File: config.mk
export PLATFORM = sky130hd
export DESIGN_NAME = radix_digit_converter_core
export DESIGN_NICKNAME = d
export VERILOG_FILES = /design/src/rtl/rdc_pkg.sv /design/src/rtl/rdc_serial_div.sv /design/src/rtl/radix_digit_converter_core.sv
export SDC_FILE = /design/constraint.sdc
export NUM_CORES = 1
export LEC_CHECK = 0
export BUFFER_PORTS_ARGS = -buffer_cell sky130_fd_sc_hd__buf_2
export CORE_MARGIN = 1
export CORE_UTILIZATION = 60
export CTS_CLUSTER_DIAMETER = 30
export DETAILED_ROUTE_END_ITERATION = 8
export PLACE_DENSITY = 0.78
export SLEW_MARGIN = 25
export SYNTH_ARGS = -nofsm -noshare
export SYNTH_HDL_FRONTEND = slang
export SYNTH_SLANG_ARGS = --single-unit
File: constraint.sdc
create_clock -name i_clk -period 7.87 [get_ports i_clk]
set_clock_uncertainty 0.2 [all_clocks]
set_input_delay 0.3935 -clock i_clk [delete_from_list [all_inputs] [get_ports i_clk]]
set_output_delay 0.3935 -clock i_clk [all_outputs]
set_load 0.005 [all_outputs]
File: src/rtl/rdc_pkg.sv
// Shared types, constants and the digit character table for the radix digit converter.
// No dependencies; every other file imports it.
`timescale 1ns / 1ps

package rdc_pkg;

    // Defaults for the top-level parameters.
    localparam int WORD_BITS_DEF  = 32;
    localparam int MAX_DIGITS_DEF = 32;

    // Fixed field widths of the stream payload.
    localparam int VALUE_W = 32;
    localparam int BASE_W  = 8;
    localparam int CHAR_W  = 7;
    localparam int REM_W   = 6;

    // Valid radix range.
    localparam logic [BASE_W-1:0] BASE_MIN = 8'd2;
    localparam logic [BASE_W-1:0] BASE_MAX = 8'd36;

    // Status codes carried in tuser.
    localparam logic STATUS_OK       = 1'b0;
    localparam logic STATUS_BAD_BASE = 1'b1;

    localparam logic [CHAR_W-1:0] CHAR_ZERO = 7'h30;
    localparam logic [CHAR_W-1:0] CHAR_A    = 7'h41;
    localparam logic [CHAR_W-1:0] CHAR_NONE = 7'h00;

    // Status of the bit-serial divider, seen by the controller.
    typedef struct packed {
        logic             done;  // one-cycle pulse after the last quotient bit
        logic             qnz;   // quotient is nonzero
        logic [REM_W-1:0] rem;   // remainder of the finished division
    } t_div_status;

    // Maps a digit value to its ASCII character, 0-9 then A-Z.
    function automatic logic [CHAR_W-1:0] digit_char(input logic [REM_W-1:0] d);
        logic [CHAR_W-1:0] c;
        if (d < 6'd10) begin
            c = CHAR_ZERO + CHAR_W'(d);
        end else if (d < 6'd36) begin
            c = CHAR_A + CHAR_W'(d - 6'd10);
        end else begin
            c = CHAR_NONE;
        end
        return c;
    endfunction

endpackage

File: src/rtl/rdc_serial_div.sv
// Restoring divider of a WORD_BITS dividend by a small radix, one quotient bit per cycle.
// Depends on rdc_pkg for the remainder width and the status struct.
`timescale 1ns / 1ps

module rdc_serial_div
    import rdc_pkg::*;
#(
    parameter int WORD_BITS = WORD_BITS_DEF
) (
    input  logic                 i_clk,
    input  logic                 i_rst_n,
    input  logic                 i_start,
    input  logic [WORD_BITS-1:0] i_dividend,
    input  logic [REM_W-1:0]     i_base,
    output logic [WORD_BITS-1:0] o_quotient,
    output t_div_status          o_status
);

    localparam int CNT_W = (WORD_BITS > 1) ? $clog2(WORD_BITS) : 1;

    logic [WORD_BITS-1:0] r_q;
    logic [REM_W-1:0]     r_rem;
    logic [CNT_W-1:0]     r_cnt;
    logic                 r_busy;
    logic                 r_done;
    logic                 r_qnz;

    logic [REM_W:0]   w_shift;
    logic [REM_W:0]   w_diff;
    logic             w_ge;
    logic [REM_W-1:0] n_rem;

    // The dividend shifts out at the top while quotient bits enter at the bottom.
    assign w_shift = {r_rem, r_q[WORD_BITS-1]};
    assign w_diff  = w_shift - {1'b0, i_base};
    assign w_ge    = (w_shift >= {1'b0, i_base});
    assign n_rem   = w_ge ? w_diff[REM_W-1:0] : w_shift[REM_W-1:0];

    always_ff @(posedge i_clk) begin
        if (!i_rst_n) begin
            r_busy <= 1'b0;
            r_done <= 1'b0;
        end else begin
            r_done <= 1'b0;
            if (i_start) begin
                r_busy <= 1'b1;
                r_q    <= i_dividend;
                r_rem  <= '0;
                r_qnz  <= 1'b0;
                r_cnt  <= CNT_W'(WORD_BITS - 1);
            end else if (r_busy) begin
                r_q   <= {r_q[WORD_BITS-2:0], w_ge};
                r_rem <= n_rem;
                r_qnz <= r_qnz | w_ge;
                if (r_cnt == '0) begin
                    r_busy <= 1'b0;
                    r_done <= 1'b1;
                end else begin
                    r_cnt <= r_cnt - 1'b1;
                end
            end
        end
    end

    assign o_quotient    = r_q;
    assign o_status.done = r_done;
    assign o_status.qnz  = r_qnz;
    assign o_status.rem  = r_rem;

endmodule

File: src/rtl/radix_digit_converter_core.sv
// Top level of the radix digit converter: stream ports, digit store and emit control.
// Depends on rdc_pkg and rdc_serial_div.
`timescale 1ns / 1ps

// Converts an unsigned number to ASCII digits in radix 2..36 and streams them out most
// significant first, with tlast on the final character. Each digit costs one pass of the
// bit-serial divider, and each emitted character then passes through a store read, a table
// lookup and the output register, and waits out any output stall. A radix outside 2..36
// gives one character of code zero, with tuser set. One request is worked at a time;
// tready is high only when idle.
module radix_digit_converter_core
    import rdc_pkg::*;
#(
    parameter int WORD_BITS  = WORD_BITS_DEF,
    parameter int MAX_DIGITS = MAX_DIGITS_DEF
) (
    input  logic        i_clk,
    input  logic        i_rst_n,
    input  logic        i_s_axis_tvalid,
    output logic        o_s_axis_tready,
    input  logic [39:0] i_s_axis_tdata,   // [31:0] value_in, [39:32] target_base
    output logic        o_m_axis_tvalid,
    input  logic        i_m_axis_tready,
    output logic [7:0]  o_m_axis_tdata,   // [6:0] digit_char, [7] zero fill
    output logic [0:0]  o_m_axis_tuser,   // [0] status
    output logic        o_m_axis_tlast    // last_digit
);

    localparam int IDX_W = $clog2(MAX_DIGITS);
    localparam int NUM_W = $clog2(MAX_DIGITS + 1);

    typedef enum logic [2:0] {
        ST_IDLE,
        ST_DIV,
        ST_RD,
        ST_LD,
        ST_OUT
    } t_state;

    t_state              r_state;
    logic [REM_W-1:0]    r_base;
    logic [NUM_W-1:0]    r_n;
    logic [IDX_W-1:0]    r_idx;
    logic [REM_W-1:0]    r_rd;
    logic [CHAR_W-1:0]   r_ochar;
    logic                r_ostat;
    logic                r_olast;
    logic                r_ovalid;

    logic [REM_W-1:0]    digit_store [MAX_DIGITS];

    logic [VALUE_W-1:0]   w_value;
    logic [BASE_W-1:0]    w_base_in;
    logic [63:0]          w_value64;
    logic [WORD_BITS-1:0] w_value_masked;
    logic                 w_base_ok;
    logic                 w_in_acc;
    logic                 w_out_acc;
    logic                 w_more;
    logic                 w_start;
    logic [WORD_BITS-1:0] w_dividend;
    logic [WORD_BITS-1:0] w_quotient;
    t_div_status          w_div;

    assign w_value        = i_s_axis_tdata[VALUE_W-1:0];
    assign w_base_in      = i_s_axis_tdata[VALUE_W +: BASE_W];
    assign w_value64      = {{(64 - VALUE_W){1'b0}}, w_value};
    assign w_value_masked = w_value64[WORD_BITS-1:0];
    assign w_base_ok      = (w_base_in >= BASE_MIN) && (w_base_in <= BASE_MAX);

    assign o_s_axis_tready = (r_state == ST_IDLE);
    assign w_in_acc        = i_s_axis_tvalid && o_s_axis_tready;
    assign w_out_acc       = r_ovalid && i_m_axis_tready;

    // Keep dividing while the quotient is nonzero and the store has room.
    assign w_more  = w_div.qnz && (r_n != NUM_W'(MAX_DIGITS - 1));
    assign w_start = (w_in_acc && w_base_ok) ||
                     ((r_state == ST_DIV) && w_div.done && w_more);
    assign w_dividend = (r_state == ST_IDLE) ? w_value_masked : w_quotient;

    rdc_serial_div #(
        .WORD_BITS (WORD_BITS)
    ) u_div (
        .i_clk      (i_clk),
        .i_rst_n    (i_rst_n),
        .i_start    (w_start),
        .i_dividend (w_dividend),
        .i_base     (r_state == ST_IDLE ? w_base_in[REM_W-1:0] : r_base),
        .o_quotient (w_quotient),
        .o_status   (w_div)
    );

    // Remainders are stored least significant first and read back in reverse.
    always_ff @(posedge i_clk) begin
        if ((r_state == ST_DIV) && w_div.done) begin
            digit_store[r_n[IDX_W-1:0]] <= w_div.rem;
        end
        r_rd <= digit_store[r_idx];
    end

    always_ff @(posedge i_clk) begin
        if (!i_rst_n) begin
            r_state  <= ST_IDLE;
            r_ovalid <= 1'b0;
            r_n      <= '0;
        end else begin
            unique case (r_state)
                ST_IDLE: begin
                    if (w_in_acc) begin
                        if (w_base_ok) begin
                            r_base  <= w_base_in[REM_W-1:0];
                            r_n     <= '0;
                            r_state <= ST_DIV;
                        end else begin
                            r_ochar  <= CHAR_NONE;
                            r_ostat  <= STATUS_BAD_BASE;
                            r_olast  <= 1'b1;
                            r_ovalid <= 1'b1;
                            r_n      <= '0;
                            r_state  <= ST_OUT;
                        end
                    end
                end
                ST_DIV: begin
                    if (w_div.done) begin
                        r_n <= r_n + 1'b1;
                        if (!w_more) begin
                            r_idx   <= r_n[IDX_W-1:0];
                            r_state <= ST_RD;
                        end
                    end
                end
                ST_RD: begin
                    r_state <= ST_LD;
                end
                ST_LD: begin
                    r_ochar  <= digit_char(r_rd);
                    r_ostat  <= STATUS_OK;
                    r_olast  <= (r_idx == '0);
                    r_ovalid <= 1'b1;
                    r_state  <= ST_OUT;
                end
                ST_OUT: begin
                    if (w_out_acc) begin
                        r_ovalid <= 1'b0;
                        if (r_olast) begin
                            r_state <= ST_IDLE;
                        end else begin
                            r_idx   <= r_idx - 1'b1;
                            r_state <= ST_RD;
                        end
                    end
                end
                default: begin
                    r_state <= ST_IDLE;
                end
            endcase
        end
    end

    assign o_m_axis_tvalid = r_ovalid;
    assign o_m_axis_tdata  = {1'b0, r_ochar};
    assign o_m_axis_tuser  = r_ostat;
    assign o_m_axis_tlast  = r_olast;

endmodule

# == Word-level counts from Yosys, hierarchy flattened ==
# Memory sizes are Yosys's and may differ from the RTL's. A register that Yosys moved wholly into a read port is not among the register bits.
# Index checks and enable logic that the tools add are counted.
# word_totals
regBits,76
ramBits,192
in_bits,44
wordCells,110
n_memories,1
# op_classes
n_addsub,7
order_cmp,5
eq_ne,13
muxes,41
bitwise_logic,3
n_reduce_logical,26
# mem_list
name,words,word_bits,read_ports,rd_ports_with_merged_regs,wr,line_no,rtl
digit_store,32,6,1,1,1,radix_digit_converter_core.sv:50,logic [REM_W-1:0] digit_store [MAX_DIGITS];
# ops
cell,count
2-to-1 mux 32 bit,3
2-to-1 mux 5 bit,6
2-to-1 mux 6 bit,5
2-to-1 mux 7 bit,4
AND reduction 4 bit,4
2-to-1 mux 3 bit,5
case mux 3 bit (5 select lines),1
case mux 7 bit (2 select lines),1
case mux 6 bit (2 select lines),1
zero test 5 bit,2
2-to-1 mux 1 bit,10
"inequality test 2 bit, second input constant",5
case mux 5 bit (2 select lines),1
"subtractor 5 x 1 -> 5 bit, second input constant",2
AND reduction 3 bit,3
">= comparator 8 x 2 -> 1 bit, second input constant",1
"<= comparator 8 x 6 -> 1 bit, second input constant",1
nonzero test 2 bit,4
"adder 6 x 6 -> 7 bit, first input constant",1
"adder 7 bit, first input constant",1
>= comparator 7 x 6 -> 1 bit,1
logical AND 1 bit,7
"subtractor 6 x 4 -> 7 bit, second input constant",1
"adder 6 x 1 -> 6 bit, second input constant",1
other kinds (19),24

# == Logic depth before layout (Yosys ltp) ==
# Gate-level depths: netlist of the first run.
# depth
ltp_word,6
mapped_depth,10
ltp_nobuf,9

# == Cells and area by module ==
# From an unflattened synthesis of the first run, not the netlist that was laid out.
# unflattened
hier_cells,744
area_unflattened_um2,11990.2
# by_module_without_submodules
module,instances,cells_each,area_each_um2,seq_area_each_um2
radix_digit_converter_core,1,588,9740.6,6686.4
rdc_serial_div,1,156,2249.7,1361.3

# == Worst setup path before layout of the first run ==
# No wires, ideal clock.
# synth_path
path_type,register to register
start,register r_state[2]
end,register u_div.r_q[0] (netlist: u_div.o_quotient[0]) (enable)
setup_time_ps,392
t_arrival_ps,2505
t_required_ps,7278
path_slack_ps,4773
path_stages_with_launch,6
path_buffers,0
synth_period_minus_slack_ps,3097
cell_sequence,dfxtp_1 -> nor3_4 -> nand2_4 -> o31ai_2 -> o21a_1 -> and2_1
# synth_between
elab_chain_len,6
elab_cells_between_ends,10
# synth_lines
element,line_no,rtl
from (decl),radix_digit_converter_core.sv:40,t_state r_state;
from (signal assigned),radix_digit_converter_core.sv:103,r_state <= ST_IDLE;
from (signal assigned),radix_digit_converter_core.sv:113,r_state <= ST_DIV;
from (signal assigned),radix_digit_converter_core.sv:120,r_state <= ST_OUT;
zero test 3 bit (*),radix_digit_converter_core.sv:71,assign o_s_axis_tready = (r_state == ST_IDLE);
named net o_s_axis_tready,radix_digit_converter_core.sv:20,"output logic o_s_axis_tready,"
logical AND 1 bit,radix_digit_converter_core.sv:72,assign w_in_acc = i_s_axis_tvalid && o_s_axis_tready;
logical AND 1 bit,radix_digit_converter_core.sv:77,assign w_start = (w_in_acc && w_base_ok) ||
logical OR 1 bit,radix_digit_converter_core.sv:77,
inequality test 2 bit (no source line) / nonzero test 2 bit (equally long branches),-,
AND reduction 3 bit (no source line) (*),-,
to (signal assigned),rdc_serial_div.sv:47,r_q <= i_dividend;
to (signal assigned),rdc_serial_div.sv:52,"r_q <= {r_q[WORD_BITS-2:0], w_ge};"
to (decl),rdc_serial_div.sv:21,logic [WORD_BITS-1:0] r_q;
# The timed path passes the listed nets; every way through them passes the cells marked *.
# A chain may end at the register's enable or synchronous reset.

# == Worst setup path in the final report of the first run ==
# layout_path
start,register r_state[2]
end,register u_div.r_q[13] (netlist: u_div.o_quotient[13]) (enable)
# layout_between
elab_chain_len,6
elab_cells_between_ends,10
# layout_lines
element,line_no
== test 3 x 1 -> 1 bit / zero test 3 bit (equally long branches),"radix_digit_converter_core.sv:78, radix_digit_converter_core.sv:71, radix_digit_converter_core.sv:79"
"logical AND 1 bit, on equally long branches","radix_digit_converter_core.sv:78, radix_digit_converter_core.sv:72"
"logical AND 1 bit, on equally long branches","radix_digit_converter_core.sv:78, radix_digit_converter_core.sv:77"
logical OR 1 bit,radix_digit_converter_core.sv:77
inequality test 2 bit (no source line) / nonzero test 2 bit (equally long branches),-
AND reduction 3 bit (no source line) (*),-
# Every way passes the cells marked *; elsewhere a longest branch is shown, timed or not.

==> impl_metrics.csv, run 1 <==
group,metric,value,unit
status,status,"completed",
clock_tree,cts_root_buffer,"clkbuf_16",
synth,avgSynthCellArea,15.6,µm²
global_route,grt_pass1_wl,38.1,mm
synth,yosysSeqAreaShare,68.2,%
layout,multi_input_area,0.00353,mm²
worst_hold_path,hp-class,"in -> reg",
synth,post-synth-top-area-fraction,65.1,%
power_and_ir_drop,powerDensity,279,mW/mm²
die,start_util,62.1,%
power_and_ir_drop,clock_power_share,46.9,%
die,core_area,0.0190,mm²
global_route,grt.busiest_layer,"met2",
synth,synth_cells,757,
clock_tree,htreeDepth,2,
die,die_h,142,µm
critical_path,worst-path-max-fanout,32,
sta,finalCritPeriodShare,42.2,%
sta,drv_slew,0,
power_and_ir_drop,p_total,0.00394,W
synth,synth_largest_area_cell,"edfxtp_1",
sta,layout_setup_ws,4.55,ns
global_route,grt_pass1_vias,7168,
global_route,antenna_found_initial,0,
detailed_routing,drc,0,
sta,hold_violations,0,
power_and_ir_drop,power_frac_comb,10.1,%
power_and_ir_drop,internal_power,0.00300,W
global_route,use_met1,30.7,%
clock_tree,cts_buffers,44,
global_route,use_met2,45.0,%
die,dieArea,0.0202,mm²
global_route,grt_max_degree,41,
detailed_routing,drt-initial-drc-count,499,
detailed_routing,drt_first_pass_iters,5,
detailed_routing,routedWlPerCell,21.1,µm
detailed_routing,vias_per_cell,5.97,
die,fp.dieW,142,µm
placement,numPortBuffers,54,
clock_tree,clock_sinks,274,
power_and_ir_drop,seqPwrFrac,43.1,%
synth,ys_types,64,
placement,place_area,0.0123,mm²
sta,timing.slew.headroom,34.7,%
critical_path,criticalPathCategory,"reg -> reg",
synth,syn_area,0.0118,mm²
global_route,globalRoute.totalOverflow,0,
sta,clock.fmax,301,MHz
critical_path,worstPathArrival,3.30,ns
layout,nets,930,
synth,yosys_warnings,0,
power_and_ir_drop,max-vdd-ir-drop,0.000185,V
placement,dp_hpwl,14.8,mm
sta,rsz0062_at_grt,"false",
synth,ys_top_cells_by_area,"edfxtp_1, mux2i_1, mux4_2, mux2_4, dfxtp_1",
global_route,use_met3,4.64,%
clock_tree,clk_transition_reported_paths,0.05,ns
synth,synth_flop_cell,"edfxtp_1",
clock_tree,clock_path_buffers,3,
layout,drive_gt1_share,22.3,%
layout,final_cell_area,0.0141,mm²
placement,place.gp.congestion,0.877,
job,max_cap_viol_count,0,
critical_path,cp_slowest_cell,"o31ai_2",
sta,worstMarginPinSlew,0.980,ns
critical_path,cpPeakStageDelay,0.72,ns
synth,ys_ff_latch,274,
layout,area_delta_synth_final,19.8,%
detailed_routing,routed_wl,24.6,mm
synth,async_reset_ff_share,0,%
critical_path,required,7.85,ns
sta,finalSetupViolations,0,
power_and_ir_drop,power_leakage,5.12,nW
detailed_routing,antenna_left,0,
placement,dpl_worst_slack,4.37,ns
die,rows,50,
global_route,grt.total_usage,25.4,%
sta,min_period,3.32,ns
clock_tree,cts_resized,0,
synth,synth-edff-count,256,
critical_path,end_kind,"flop",
synth,syn-num-nets,819,
critical_path,start_kind,"flop",
power_and_ir_drop,p_sw_share,23.9,%
clock_tree,clkLatencyLatePin,0.53,ns
layout,regArea,0.00805,mm²
detailed_routing,vias,6952,
layout,utilization,74.3,%
power_and_ir_drop,p_sw,0.000940,W
clock_tree,cts_tree,"built",
critical_path,path_cells,"nor3_4, nand2_4, o31ai_2, o21a_1, and2_1, buf_4",
die,num_io_pins,56,
sta,setup-tns-final,0,ns
layout,fill_cells,1130,
-- state kept, by name, summed over array words and instances, names as in the netlist --
register          count
r_idx                 5
r_base                6
o_m_axis_tuser        1
o_m_axis_tlast        1
r_rd                  6
u_div.r_qnz           1
u_div.r_busy          1
o_m_axis_tvalid       1
r_state               3
r_ochar               7
u_div.r_rem           6
u_div.r_done          1
u_div.r_cnt           5
u_div.o_quotient     32
digit_store         192
r_n                   6
-- cell families after synthesis --
logic type | share of synthesized area (%)
other cells | 0.0318
mux | 13.6
compound gates | 5.46
simple gates | 7.72
xor+xnor | 1.04
fa+ha+maj | 1.97
flops | 68.2
buf+inv | 2.07
-- final cells by class --
type | instances | area share (%)
Antenna cell | 1 | 0.0177
Clock buffer | 50 | 7.95
Clock inverter | 31 | 2.25
Inverter | 17 | 0.451
Multi-Input combinational cell | 431 | 25.0
Sequential cell | 274 | 56.9
Tap cell | 260 | 2.30
Timing Repair Buffer | 100 | 5.17
-- cells in the final DEF, fill, tap and decap left out, drive strengths merged, types with 5 or more instances in the layout --
cell type | synthesis | final
edfxtp | 256 | 256
nor2 | 78 | 78
buf | 19 | 63
mux2i | 56 | 56
clkbuf | 16 | 50
dlygate4sd3 | 0 | 37
nand2 | 37 | 37
mux2 | 34 | 34
a21oi | 27 | 27
mux4 | 24 | 24
nand3 | 21 | 21
inv | 17 | 21
dfxtp | 18 | 18
clkinv | 0 | 18
ha | 17 | 17
o21ai | 16 | 16
a22oi | 12 | 12
nand2b | 12 | 12
xnor2 | 7 | 7
xor2 | 7 | 7
nand3b | 6 | 6
nor3 | 6 | 6
a22o | 5 | 5
a221oi | 5 | 5
clkinvlp | 0 | 5
-- cells in the mapped netlist, drive strengths merged, types with 12 or more instances --
cell type,n
edfxtp,256
o21ai,16
nand2b,12
mux2i,56
nor2,78
dfxtp,18
inv,17
a22oi,12
a21oi,27
nand3,21
mux2,34
ha,17
clkbuf,16
mux4,24
buf,19
nand2,37
-- critical path: cells and delay by family (launching register included) --
| family | cells | cell delay (ns) |
|---|---|---|
| buffers and inverters | 1 | 0.38 |
| and+or+nand+nor | 3 | 0.83 |
| DFF | 1 | 0.42 |
| AOI/OAI and AO/OA | 2 | 1.12 |
-- what timing repair did --
action,4_1_cts,5_1_grt
buffers inserted,0,0
hold endpoints to repair,37,0
hold buffers,37,0
-- per-layer routing --
metal  routed length (µm)  part of all wire, %
met1                 9700                   39
met2                12800                   52
met3                 1320                  5.3
met4                  789                  3.2
met5                    0                    0
-- stage by stage --
| step | hold WS [ns] | instances |
|---|---|---|
| after floorplan | 0.252 | 757 |
| after global routing | 0.0117 | 1163 |
| after CTS | 0.00417 | 1160 |
| after detailed placement | 0.318 | 1042 |
| final | 0.0131 | 1164 |
| after global placement | 0.302 | 1042 |
-- final timing paths --
kind | depth (start not counted) | to | from | slack, ns
max | 6 | u_div.o_quotient[13] | r_state[2] | 4.55
min | 4 | o_m_axis_tvalid | i_m_axis_tready | 0.01
max reg2reg | 6 | u_div.o_quotient[13] | r_state[2] | 4.55
min reg2reg | 2 | u_div.r_done | u_div.r_busy | 0.32
-- power groups by stage --
stage / logic (W) / registers [W] / clock network [W]
floorplan: 0.000285 / 0.00171 / 0
global placement: 0.000346 / 0.00173 / 0
detailed placement: 0.000359 / 0.00173 / 0
CTS: 0.000382 / 0.00170 / 0.00185
global route: 0.000439 / 0.00170 / 0.00192
finish: 0.000396 / 0.00170 / 0.00185
(Power assumes the default switching activity.)
==> run 2: changes to the inputs <==
Clock period 7.87 ns to 3.4 ns, I/O delays scaled along.
==> impl_metrics.csv, run 2 (same netlist as run 1, synthesis figures left out) <==
group,metric,value,unit
detailed_routing,drt-initial-drc-count,555,
clock_tree,cts_tree,"built",
layout,fin_cells,1170,
detailed_routing,routed_wl,25.8,mm
layout,n_antenna_cell,0,
detailed_routing,drc,0,
critical_path,required,3.37,ns
sta,layout_setup_ws,0.470,ns
sta,timing.slew.headroom,31.9,%
detailed_routing,drt_first_pass_iters,5,
die,die_h,142,µm
placement,dpl_worst_slack,0.522,ns
critical_path,worstPathArrival,2.90,ns
sta,worstMarginPinSlew,1.02,ns
placement,numPortBuffers,54,
power_and_ir_drop,power_leakage,5.16,nW
critical_path,crit_family,"compound AO/OA/AOI/OAI gates",
die,dieArea,0.0202,mm²
global_route,grt.total_usage,26.9,%
die,num_io_pins,56,
sta,clock.fmax,341,MHz
layout,final_cell_mix,"edfxtp_1, nor2_1, mux2i_1, buf_2, clkbuf_16",
sta,setup-tns-final,0,ns
power_and_ir_drop,max-vdd-ir-drop,0.000429,V
clock_tree,clock_path_buffers,3,
power_and_ir_drop,powerDensity,642,mW/mm²
global_route,grt_pass1_vias,7317,
job,max_cap_viol_count,0,
layout,nets,940,
die,start_util,62.1,%
critical_path,path_cells,"ha_1, nand3b_1, o211ai_1, o31a_4, a21boi_0",
critical_path,worst-path-buf-inv,0,
critical_path,end_kind,"flop",
sta,drv_slew,0,
global_route,grt_pass1_wl,40.3,mm
critical_path,criticalPathCategory,"reg -> reg",
clock_tree,post_cts_buffers,0,
global_route,grt_max_degree,41,
sta,rsz0062_at_grt,"false",
sta,finalCritPeriodShare,86.2,%
clock_tree,cts_root_buffer,"clkbuf_16",
die,fp.dieW,142,µm
die,core_area,0.0190,mm²
detailed_routing,antenna_left,0,
clock_tree,clk_transition_reported_paths,0.05,ns
clock_tree,clock_sinks,274,
sta,min_period,2.93,ns
clock_tree,clkLatencyLatePin,0.52,ns
layout,largest_reg_flops,192,
layout,drive_gt1_share,23.2,%
critical_path,worst-path-max-fanout,40,
die,rows,50,
sta,finalSetupViolations,0,
placement,dp.cells,1055,
detailed_routing,vias,7120,
layout,area_delta_synth_final,20.0,%
layout,final_common_cell,"edfxtp_1",
global_route,globalRoute.totalOverflow,0,
critical_path,cpPeakStageDelay,0.68,ns
placement,place.gp.congestion,0.890,
sta,hold_violations,0,
detailed_routing,vias_per_cell,6.09,
status,status,"completed",
worst_hold_path,hp-class,"in -> reg",
placement,dp_hpwl,15.1,mm
clock_tree,htreeDepth,2,
layout,utilization,74.5,%
critical_path,cp_slowest_cell,"o31a_4",
detailed_routing,routedWlPerCell,22.1,µm
critical_path,start_kind,"flop",
global_route,antenna_found_initial,0,
clock_tree,cts_buffers,40,
run 2: changes by cell type in the layout (fill, tap and decap cells not counted), moves of 2 or more:
cell,change
dlygate4sd3_1,+4
clkinv_2,-4
buf_4,+13
buf_8,-3
clkinv_4,+2
inv_8,+3
inv_6,+5
clkinv_1,-7
clkbuf_16,-2
clkinv_8,-2
clkbuf_1,-3
clkbuf_8,+2
run 2: final cells by class:
cell class / count / area, µm²
multi-input cells: 431 / 3520
flip-flops and latches: 274 / 8050
fillers: 1102 / 4850
clock inverters: 27 / 304
clock buffers: 47 / 1090
well taps: 260 / 325
inverters: 17 / 63.8
repair buffers: 114 / 823
run 2: timing repair:
item / CTS / global route
resized for setup: 0 / 0
hold buffers: 41 / 0
endpoints found under the hold margin: 50 / 0
run 2: worst reg2reg max path, cell delays in order, from the launching register on:
cell	delay, ns
dfxtp_1	0.44
ha_1	0.28
nand3b_1	0.11
o211ai_1	0.44
o31a_4	0.68
a21boi_0	0.45
run 2: where the power goes:
group / total (W) / internal, W / leakage (nW) / switching, W
logic: 0.000977 / 0.000435 / 2.04 / 0.000542
clock network: 0.00420 / 0.00260 / 0.670 / 0.00161
registers: 0.00391 / 0.00382 / 2.45 / 0.0000918
run 2: worst paths after layout:
path,start,to,slack [ns],depth (start not counted)
worst max-delay path,r_n[0],u_div.r_cnt[2],0.47,5
worst min-delay path,i_s_axis_tdata[38],r_state[0],0.07,5
worst max register to register,r_n[0],u_div.r_cnt[2],0.47,5
worst min register to register,u_div.r_busy,u_div.r_done,0.29,2
run 2: through the flow:
step	hold slack, ns	total power [W]	instance area, µm²
after floorplan	0.0689	0.00462	11800
after global placement	0.177	0.00482	12400
after detailed placement	0.172	0.00489	12400
after CTS	0.0504	0.00909	14200
after global routing	0.129	0.00935	14200
final	0.0704	0.00910	14200
run 2: layer usage:
layer  global-route usage, %  wire length [µm]
met5                       0                 0
met4                    12.0               771
met3                    4.10              1700
met2                    46.3             13400
met1                    33.9              9950
==> run 3: changes to the inputs <==
Settings changed: CORE_UTILIZATION 60 to 55, HOLD_SLACK_MARGIN set to 0.12, PLACE_DENSITY 0.78 to 0.75.
Clock period 3.4 ns to 2.5 ns, I/O delays scaled along.
==> impl_metrics.csv, run 3 (same netlist as run 1, synthesis figures left out) <==
group,metric,value,unit
job,max_cap_viol_count,0,
clock_tree,cts_root_buffer,"clkbuf_16",
die,fp.dieW,149,µm
clock_tree,clock_sinks,274,
critical_path,crit_family,"adder cells",
sta,clock.fmax,373,MHz
global_route,grt_pass1_vias,7792,
power_and_ir_drop,power_leakage,5.65,nW
global_route,globalRoute.totalOverflow,0,
placement,dp.cells,1132,
placement,numPortBuffers,54,
critical_path,path_cells,"nor3_4, buf_6, mux2_4, ha_4, fa_2, nand2b_4, a21oi_4, xor2_2, mux2i_2, nor2_1",
sta,rsz0062_at_grt,"true",
sta,drv_slew,0,
layout,final_common_cell,"edfxtp_1",
detailed_routing,routed_wl,28.6,mm
global_route,grt_max_degree,47,
detailed_routing,drt_first_pass_iters,5,
die,dieArea,0.0221,mm²
sta,hold_violations,0,
power_and_ir_drop,max-vdd-ir-drop,0.000587,V
placement,place.gp.congestion,0.882,
status,violations,"negative setup slack",
clock_tree,clkLatencyLatePin,0.54,ns
layout,area_delta_synth_final,28.0,%
global_route,grt.total_usage,25.5,%
sta,finalCritPeriodShare,107,%
power_and_ir_drop,powerDensity,888,mW/mm²
placement,dpl_worst_slack,-0.205,ns
clock_tree,cts_tree,"built",
die,die_h,149,µm
layout,fin_cells,1266,
global_route,grt_pass1_wl,42.0,mm
sta,timing.slew.headroom,50.1,%
layout,final_cell_mix,"edfxtp_1, buf_4, nor2_1, mux2i_1, buf_2",
clock_tree,clock_path_buffers,3,
detailed_routing,routedWlPerCell,22.6,µm
critical_path,criticalPathCategory,"reg -> reg",
sta,min_period,2.68,ns
sta,layout_setup_ws,-0.177,ns
die,core_area,0.0210,mm²
status,status,"finished with violations",
detailed_routing,antenna_left,0,
clock_tree,clk_transition_reported_paths,0.06,ns
die,num_io_pins,56,
critical_path,worst-path-max-fanout,4,
detailed_routing,vias,7551,
layout,n_antenna_cell,0,
placement,dp_hpwl,15.7,mm
sta,whs,0.131,ns
clock_tree,cts_buffers,43,
critical_path,required,2.59,ns
detailed_routing,drt-initial-drc-count,774,
critical_path,cpPeakStageDelay,0.35,ns
critical_path,worst-path-buf-inv,1,
detailed_routing,drc,0,
critical_path,start_kind,"flop",
layout,largest_reg_flops,192,
layout,drive_gt1_share,31.2,%
clock_tree,htreeDepth,2,
die,rows,53,
critical_path,worstPathArrival,2.77,ns
sta,setup-tns-final,-0.453,ns
critical_path,end_kind,"flop",
global_route,antenna_found_initial,0,
sta,finalSetupViolations,8,
critical_path,cp_slowest_cell,"fa_2",
worst_hold_path,hp-class,"in -> reg",
layout,nets,1018,
sta,worstMarginPinSlew,0.742,ns
detailed_routing,vias_per_cell,5.96,
die,start_util,56.2,%
## run 3: cell count changes in the layout (fill, tap and decap cells not counted), sizes merged
cell         before  now
bufinv            3    6
inv              29   28
clkinv            7    9
and2              2    3
clkbuf           47   48
dlygate4sd3      41   44
clkinvlp          5    6
buf              73  144
## run 3: per-stage QoR
| stage | total power (W) | utilization [%] | cell area (µm²) |
|---|---|---|---|
| 6_report | 0.0134 | 71.9 | 15100 |
| 5_1_grt | 0.0138 | 71.9 | 15100 |
| 4_1_cts | 0.0131 | 71.3 | 15000 |
| 3_5_place_dp | 0.00679 | 61.6 | 12900 |
| 3_3_place_gp | 0.00670 | 61.6 | 12900 |
| 2_1_floorplan | 0.00631 | - | 11800 |
## run 3: report_power, final
part	total (W)	internal, W	switching, W	leakage [nW]
combinational	0.00194	0.000908	0.00104	2.47
sequential	0.00527	0.00520	0.0000666	2.45
clock	0.00620	0.00392	0.00228	0.723
## run 3: final cells by class
type	instances	area, µm²
tap	275	344
timing repair buffer	188	1470
clock inverter	32	395
multi-input combinational	432	3680
clock buffer	48	1120
inverter	17	63.8
sequential	274	8050
fill	1222	5910
## run 3: layer usage
metal,GRT usage (%),share of wire (%),vias to the layer above
li1,-,-,3327
met1,31.5,38,3728
met2,44.0,52,403
met3,4.20,6.9,93
met4,12.0,3.7,0
met5,0,0,-
## run 3: worst paths after layout
path | start | to | slack [ns] | depth (start not counted)
worst max register to register | r_state[1] | u_div.r_rem[4] | -0.18 | 10
worst min register to register | r_n[5] | r_n[5] | 0.33 | 2
worst min-delay path | i_s_axis_tdata[36] | r_base[4] | 0.13 | 2
worst max-delay path | r_state[1] | u_div.r_rem[4] | -0.18 | 10
## run 3: what timing repair did
item | 4_1_cts | 5_1_grt
endpoints found under the setup margin | 8 | 41
resized for setup | 10 | 17
buffers inserted | 4 | 5
hold buffers | 44 | 0
cloned | 0 | 1
endpoints found under the hold margin | 90 | 0
pin swaps | 8 | 14
